### src/hw/rtl/rmi_pkg.sv
// types and constants of the register machine interpreter
`timescale 1ns / 1ps
`default_nettype none

package rmi_pkg;

    localparam int REG_COUNT = 16;
    localparam int REG_AW    = 4;

    localparam logic [15:0] OP_END   = 16'd0;
    localparam logic [15:0] OP_NOP   = 16'd1;
    localparam logic [15:0] OP_OUT   = 16'd2;
    localparam logic [15:0] OP_ADDK  = 16'd3;
    localparam logic [15:0] OP_ADDR  = 16'd4;
    localparam logic [15:0] OP_SUBK  = 16'd5;
    localparam logic [15:0] OP_SUBR  = 16'd6;
    localparam logic [15:0] OP_MULK  = 16'd7;
    localparam logic [15:0] OP_MULR  = 16'd8;
    localparam logic [15:0] OP_DIVK  = 16'd9;
    localparam logic [15:0] OP_DIVR  = 16'd10;
    localparam logic [15:0] OP_MOVK  = 16'd11;
    localparam logic [15:0] OP_MOVR  = 16'd12;
    localparam logic [15:0] OP_MOVRK = 16'd13;
    localparam logic [15:0] OP_LDK   = 16'd14;
    localparam logic [15:0] OP_LDR   = 16'd15;
    localparam logic [15:0] OP_LDRK  = 16'd16;
    localparam logic [15:0] OP_STK   = 16'd17;
    localparam logic [15:0] OP_STR   = 16'd18;
    localparam logic [15:0] OP_STRK  = 16'd19;
    localparam logic [15:0] OP_STRX  = 16'd20;
    localparam logic [15:0] OP_TEST  = 16'd21;
    localparam logic [15:0] OP_JMPK  = 16'd22;
    localparam logic [15:0] OP_JMPR  = 16'd23;
    localparam logic [15:0] OP_JZK   = 16'd24;
    localparam logic [15:0] OP_JZR   = 16'd25;
    localparam logic [15:0] OP_JNK   = 16'd26;
    localparam logic [15:0] OP_JNR   = 16'd27;
    localparam logic [15:0] OP_JPK   = 16'd28;
    localparam logic [15:0] OP_JPR   = 16'd29;

    localparam logic [1:0] ST_RUN  = 2'd0;
    localparam logic [1:0] ST_END  = 2'd1;
    localparam logic [1:0] ST_DIVZ = 2'd2;
    localparam logic [1:0] ST_INV  = 2'd3;

    localparam logic [31:0] FLAG_ZERO = 32'd0;
    localparam logic [31:0] FLAG_NEG  = 32'd1;
    localparam logic [31:0] FLAG_POS  = 32'd2;

    localparam logic [2:0] CL_HALT  = 3'd0;
    localparam logic [2:0] CL_PLAIN = 3'd1;
    localparam logic [2:0] CL_ALU   = 3'd2;
    localparam logic [2:0] CL_JUMP  = 3'd3;
    localparam logic [2:0] CL_NOJ   = 3'd4;
    localparam logic [2:0] CL_DIV   = 3'd5;
    localparam logic [2:0] CL_LOAD  = 3'd6;
    localparam logic [2:0] CL_STORE = 3'd7;

    localparam logic [1:0] AF_LD    = 2'd0;
    localparam logic [1:0] AF_FETCH = 2'd1;
    localparam logic [1:0] AF_MRD   = 2'd2;
    localparam logic [1:0] AF_MWR   = 2'd3;

    localparam logic [4:0] DC_NONE     = 5'd0;
    localparam logic [4:0] DC_CLR      = 5'd1;
    localparam logic [4:0] DC_TAKE     = 5'd2;
    localparam logic [4:0] DC_MOD_INIT = 5'd3;
    localparam logic [4:0] DC_MOD_STEP = 5'd4;
    localparam logic [4:0] DC_MOD_END  = 5'd5;
    localparam logic [4:0] DC_LDWR     = 5'd6;
    localparam logic [4:0] DC_FETCH    = 5'd7;
    localparam logic [4:0] DC_REGRD    = 5'd8;
    localparam logic [4:0] DC_EXEC     = 5'd9;
    localparam logic [4:0] DC_DIV_INIT = 5'd10;
    localparam logic [4:0] DC_DIV_STEP = 5'd11;
    localparam logic [4:0] DC_DIV_FIX  = 5'd12;
    localparam logic [4:0] DC_MRD      = 5'd13;
    localparam logic [4:0] DC_MWR      = 5'd14;
    localparam logic [4:0] DC_WB       = 5'd15;
    localparam logic [4:0] DC_ADV      = 5'd16;
    localparam logic [4:0] DC_OUT      = 5'd17;

    typedef struct packed {
        logic [4:0] code;
        logic [5:0] step;
        logic [1:0] sel;
    } rmi_cmd_t;

    typedef struct packed {
        logic       cmd_step;
        logic       halted;
        logic [2:0] cls;
        logic       clr_done;
        logic       out_free;
    } rmi_stat_t;

endpackage

`default_nettype wire

### src/hw/rtl/rmi_ctrl.sv
// controller state machine of the register machine interpreter
`timescale 1ns / 1ps
`default_nettype none

module rmi_ctrl (
    input  wire logic               aclk,
    input  wire logic               aresetn,
    input  wire logic               s_tvalid,
    output logic                    s_tready,
    input  wire rmi_pkg::rmi_stat_t stat,
    output rmi_pkg::rmi_cmd_t       cmd
);
    import rmi_pkg::*;

    localparam logic [4:0] S_CLR   = 5'd0;
    localparam logic [4:0] S_IDLE  = 5'd1;
    localparam logic [4:0] S_DISP  = 5'd2;
    localparam logic [4:0] S_MOD_I = 5'd3;
    localparam logic [4:0] S_MOD_S = 5'd4;
    localparam logic [4:0] S_MOD_E = 5'd5;
    localparam logic [4:0] S_LDWR  = 5'd6;
    localparam logic [4:0] S_FETCH = 5'd7;
    localparam logic [4:0] S_REGRD = 5'd8;
    localparam logic [4:0] S_EXEC  = 5'd9;
    localparam logic [4:0] S_DIV_I = 5'd10;
    localparam logic [4:0] S_DIV_S = 5'd11;
    localparam logic [4:0] S_DIV_F = 5'd12;
    localparam logic [4:0] S_MRD   = 5'd13;
    localparam logic [4:0] S_MWR   = 5'd14;
    localparam logic [4:0] S_WB    = 5'd15;
    localparam logic [4:0] S_ADV   = 5'd16;
    localparam logic [4:0] S_FIN   = 5'd17;

    logic [4:0] state_reg, state_next;
    logic [5:0] cnt_reg, cnt_next;
    logic [1:0] after_reg, after_next;

    always_comb begin
        state_next = state_reg;
        after_next = after_reg;
        s_tready   = 1'b0;
        cmd.code   = DC_NONE;
        cmd.step   = cnt_reg;
        cmd.sel    = after_reg;
        unique case (state_reg)
            S_CLR: begin
                cmd.code = DC_CLR;
                if (stat.clr_done) begin
                    state_next = S_IDLE;
                end
            end
            S_IDLE: begin
                s_tready = 1'b1;
                if (s_tvalid) begin
                    cmd.code   = DC_TAKE;
                    state_next = S_DISP;
                end
            end
            S_DISP: begin
                if (!stat.cmd_step) begin
                    after_next = AF_LD;
                    state_next = S_MOD_I;
                end else if (stat.halted) begin
                    state_next = S_FIN;
                end else begin
                    after_next = AF_FETCH;
                    state_next = S_MOD_I;
                end
            end
            S_MOD_I: begin
                cmd.code   = DC_MOD_INIT;
                state_next = S_MOD_S;
            end
            S_MOD_S: begin
                cmd.code = DC_MOD_STEP;
                if (cnt_reg == 6'd1) begin
                    state_next = S_MOD_E;
                end
            end
            S_MOD_E: begin
                cmd.code = DC_MOD_END;
                unique case (after_reg)
                    AF_LD:    state_next = S_LDWR;
                    AF_FETCH: state_next = S_FETCH;
                    AF_MRD:   state_next = S_MRD;
                    default:  state_next = S_MWR;
                endcase
            end
            S_LDWR: begin
                cmd.code   = DC_LDWR;
                state_next = S_FIN;
            end
            S_FETCH: begin
                cmd.code = DC_FETCH;
                if (cnt_reg == 6'd8) begin
                    state_next = S_REGRD;
                end
            end
            S_REGRD: begin
                cmd.code = DC_REGRD;
                if (cnt_reg == 6'd4) begin
                    state_next = S_EXEC;
                end
            end
            S_EXEC: begin
                cmd.code = DC_EXEC;
                unique case (stat.cls) inside
                    CL_HALT:            state_next = S_FIN;
                    CL_PLAIN, CL_NOJ:   state_next = S_ADV;
                    CL_ALU, CL_JUMP:    state_next = S_WB;
                    CL_DIV:             state_next = S_DIV_I;
                    CL_LOAD: begin
                        after_next = AF_MRD;
                        state_next = S_MOD_I;
                    end
                    default: begin
                        after_next = AF_MWR;
                        state_next = S_MOD_I;
                    end
                endcase
            end
            S_DIV_I: begin
                cmd.code   = DC_DIV_INIT;
                state_next = S_DIV_S;
            end
            S_DIV_S: begin
                cmd.code = DC_DIV_STEP;
                if (cnt_reg == 6'd31) begin
                    state_next = S_DIV_F;
                end
            end
            S_DIV_F: begin
                cmd.code   = DC_DIV_FIX;
                state_next = S_WB;
            end
            S_MRD: begin
                cmd.code = DC_MRD;
                if (cnt_reg == 6'd4) begin
                    state_next = S_WB;
                end
            end
            S_MWR: begin
                cmd.code = DC_MWR;
                if (cnt_reg == 6'd3) begin
                    state_next = S_ADV;
                end
            end
            S_WB: begin
                cmd.code   = DC_WB;
                state_next = (stat.cls == CL_JUMP) ? S_FIN : S_ADV;
            end
            S_ADV: begin
                cmd.code   = DC_ADV;
                state_next = S_FIN;
            end
            S_FIN: begin
                if (stat.out_free) begin
                    cmd.code   = DC_OUT;
                    state_next = S_IDLE;
                end
            end
            default: state_next = S_IDLE;
        endcase
        cnt_next = (state_next != state_reg) ? 6'd0 : cnt_reg + 6'd1;
    end

    always_ff @(posedge aclk) begin
        if (!aresetn) begin
            state_reg <= S_CLR;
            cnt_reg   <= 6'd0;
            after_reg <= AF_LD;
        end else begin
            state_reg <= state_next;
            cnt_reg   <= cnt_next;
            after_reg <= after_next;
        end
    end

endmodule

`default_nettype wire

### config.mk
export PLATFORM = sky130hd
export DESIGN_NAME = rmi_ctrl
export DESIGN_NICKNAME = d
export VERILOG_FILES = /design/src/hw/rtl/rmi_pkg.sv /design/src/hw/rtl/rmi_ctrl.sv
export SDC_FILE = /design/constraint.sdc
export NUM_CORES = 1
export LEC_CHECK = 0
export ABC_AREA = 0
export ABC_CLOCK_PERIOD_IN_PS = 2100
export BUFFER_PORTS_ARGS = -buffer_cell sky130_fd_sc_hd__buf_4
export CAP_MARGIN = 30
export CORE_UTILIZATION = 25
export DETAILED_ROUTE_END_ITERATION = 16
export PLACE_DENSITY = 0.53
export SLEW_MARGIN = 10
export SYNTH_ARGS = -nofsm -noshare
export SYNTH_HDL_FRONTEND = slang
export SYNTH_SLANG_ARGS = --single-unit
### constraint.sdc
create_clock -name aclk -period 2.1 [get_ports aclk]
set_input_delay 0.42 -clock aclk [delete_from_list [all_inputs] [get_ports aclk]]
set_output_delay 0.42 -clock aclk [all_outputs]
set_load 0.05 [all_outputs]
==> flow_summary.toml <==
[timing]
fmax_mhz = 489
fin_skew_ns = 0.00249
setup_ws_ns = 0.0564
tightest_slew_ns = 0.454
period_minus_slack_ns = 2.04
timing.slew.headroom = 0.694
period_share = 0.973
setup_violations = 0
tns_ns = 0
drv_slew = 0
hold_violations = 0

[route]
postRouteAntennaNets = 0
routedWlPerCell_um = 14.0
vias_per_cell = 5.25
routed_wl_um = 3450
drc = 0
vias = 1292
drt_iter0_markers = 61
drtPass1Iterations = 4

[cells_and_area]
diodes = 0
area.growth.synth_to_final_pct = 42.7
largest_register_ffs = 6
drive_gt1_frac = 0.361
layout.nets = 210
fin_cells = 246
fin_util = 0.372

[logic_synthesis]
avgSynthCellArea_um2 = 7.43
synthCells = 153
ys_async_sr_fraction = 0
yosysUniqueCellTypes = 46
synth_edf_count = 0
synth_top_area_frac = 0.229
synth_seq_cells = 13
netlist_area_um2 = 1140
synth_area_leader_cell = "dfxtp_1"
ys_warn_count = 0
synth.net_count = 168
ys.flop_type = "dfxtp_1"
ys_seq_area_frac = 0.229
synthTopCellsByCount = "13 x dfxtp_1, 13 x nand2_1, 12 x a21oi_1"
synth_area_leaders = "dfxtp_1 23%, ha_1 5.5%, a21oi_1 5.3%, nor3_1 4.8%, nand2_1 4.3%"

[global_route]
grt_pass1_wl_um = 5710
grt_antenna_before_repair = 0
gr-usage-all-layers = 0.146
grt_start_max_net_pins = 18
grt_overflow_total = 0
grt_pass1_vias = 1195

[setup_path]
max_stage_delay_ns = 0.53
crit_path_max_fanout = 17
worstPathRequired_ns = 1.68
path_buf_inv = 2
cp.depth = 4
r2r_slack_ns = 0.15
critical_path.top_delay_family = "simple AND/OR/NAND/NOR gates"
worstPathCellList = "or4b_1, buf_4, a21oi_2, buf_6"
cp-startpoint = "state_reg[2]"
critPathCaptureType = "output pin"
cp.arrival_ns = 1.62
slowest_stage = "or4b_1"
setup.worst_path.class = "reg -> out"
worstSetupStartpointType = "flip-flop"
cp-endpoint = "cmd[12]"
worstReg2RegStart = "cnt_reg[0]"
r2r_cells = 8
r2r_end = "cnt_reg[2]"

[clock_network]
ctsHoldBuffers = 0
cts_num_sinks = 13
clkTransAtPathRegs_ns = 0.06
numCtsBuffers = 3
htreeDepth = 1
clkLatencyLatePin_ns = 0.25
clock_tree.buffer_depth = 2
root_buffer = "clkbuf_8"
cts_tree = "built"

[placed_design]
dp_hpwl_um = 2610
place_congestion = 0.882
io_buffers = 23
place_ws_ns = -0.0764
dp_cells = 240

[floorplanning]
io_pins = 24
initial_utilization = 0.261
die-area_um2 = 4820
die_h_um = 69.4
die_x_um = 69.4
core.rowCount = 24
core_area_um2 = 4350

[power_and_ir_drop]
p_leak_nw = 0.657
vdd_drop_max_v = 0.000259
pwr-share-seq = 0.333
p_clk_frac = 0.274
p_int_w = 0.000539
p_switching_w = 0.000329
p_per_area_nw_per_um2 = 536
pwr-share-comb = 0.393
switching_share = 0.379
power_w = 0.000869

[job]
maxCapViolCount = 0

[hold_path]
min_path_type = "in -> reg"
min-delay-start = "stat[2]"

[outcome]
outcome = "finished, final reports clean"
==> layout make-up <==
| type | count | area (um2) |
|---|---|---|
| Clock buffer | 3 | 41.3 |
| Clock inverter | 1 | 5.00 |
| Fill cell | 472 | 2730 |
| Inverter | 10 | 37.5 |
| Multi-Input combinational cell | 122 | 855 |
| Sequential cell | 13 | 277 |
| Tap cell | 52 | 65.1 |
| Timing Repair Buffer | 45 | 342 |
==> metal layers <==
layer	vias to the layer above	part of all wire	GRT usage	wire (um)
met5	-	0	0	0
met1	600	0.51	0.219	1760
met2	31	0.43	0.216	1500
met4	0	0.022	0.0476	76
li1	654	-	-	-
met3	7	0.034	0.0174	119
==> cells by family after synthesis <==
group | Yosys count | synth area share
simple gates | 65 | 0.326
buf+inv | 18 | 0.0661
fa+ha+maj | 5 | 0.0551
compound gates | 46 | 0.278
flops | 13 | 0.229
xor+xnor | 6 | 0.0463
==> worst min-delay path, cell delays in order <==
cell and delay, ns:
buf_4 0.13, inv_1 0.05, a21oi_1 0.05
==> per-stage QoR <==
stage | hold WS [ns] | instance area (um2)
6_report | 0.441 | 1620
2_1_floorplan | 0.538 | 1160
5_1_grt | 0.454 | 1620
3_5_place_dp | 0.456 | 1510
4_1_cts | 0.445 | 1560
3_3_place_gp | 0.453 | 1510
==> power by group through the flow <==
stage                     Combinational, W  Clock [W]  Sequential [W]
after global placement            0.000310          0        0.000295
after floorplan                   0.000189          0        0.000307
after CTS                         0.000312   0.000243        0.000289
final                             0.000341   0.000238        0.000290
after detailed placement          0.000311          0        0.000294
after global routing              0.000369   0.000257        0.000293
==> how the worst min path moves through the flow <==
stage / to / slack (ns) / depth (start not counted)
after detailed placement: cnt_reg[0] / 0.46 / 1
final: after_reg[0] / 0.44 / 3
after global routing: after_reg[0] / 0.45 / 3
after global placement: cnt_reg[0] / 0.45 / 1
after floorplan: state_reg[2] / 0.54 / 1
after CTS: after_reg[0] / 0.45 / 3
==> repair_timing <==
item | in CTS | in global routing
resized for setup | 2 | 16
endpoints found under the setup margin | 8 | 8
endpoints found under the hold margin | 0 | 0
pin swaps | 0 | 2
setup buffers | 0 | 2
==> cells in the final DEF (no fill, tap or decap), types with 4 or more instances in the layout <==
| cell type | instances |
|---|---|
| dfxtp_2 | 7 |
| buf_4 | 44 |
| nand2_1 | 13 |
| nor2b_1 | 4 |
| nor3_1 | 10 |
| nand3_1 | 4 |
| a31oi_1 | 4 |
| inv_1 | 10 |
| nor2_1 | 9 |
| dfxtp_1 | 4 |
| o21ai_0 | 5 |
| ha_1 | 5 |
| a21oi_1 | 10 |
Power figures use the tool's default switching activity.
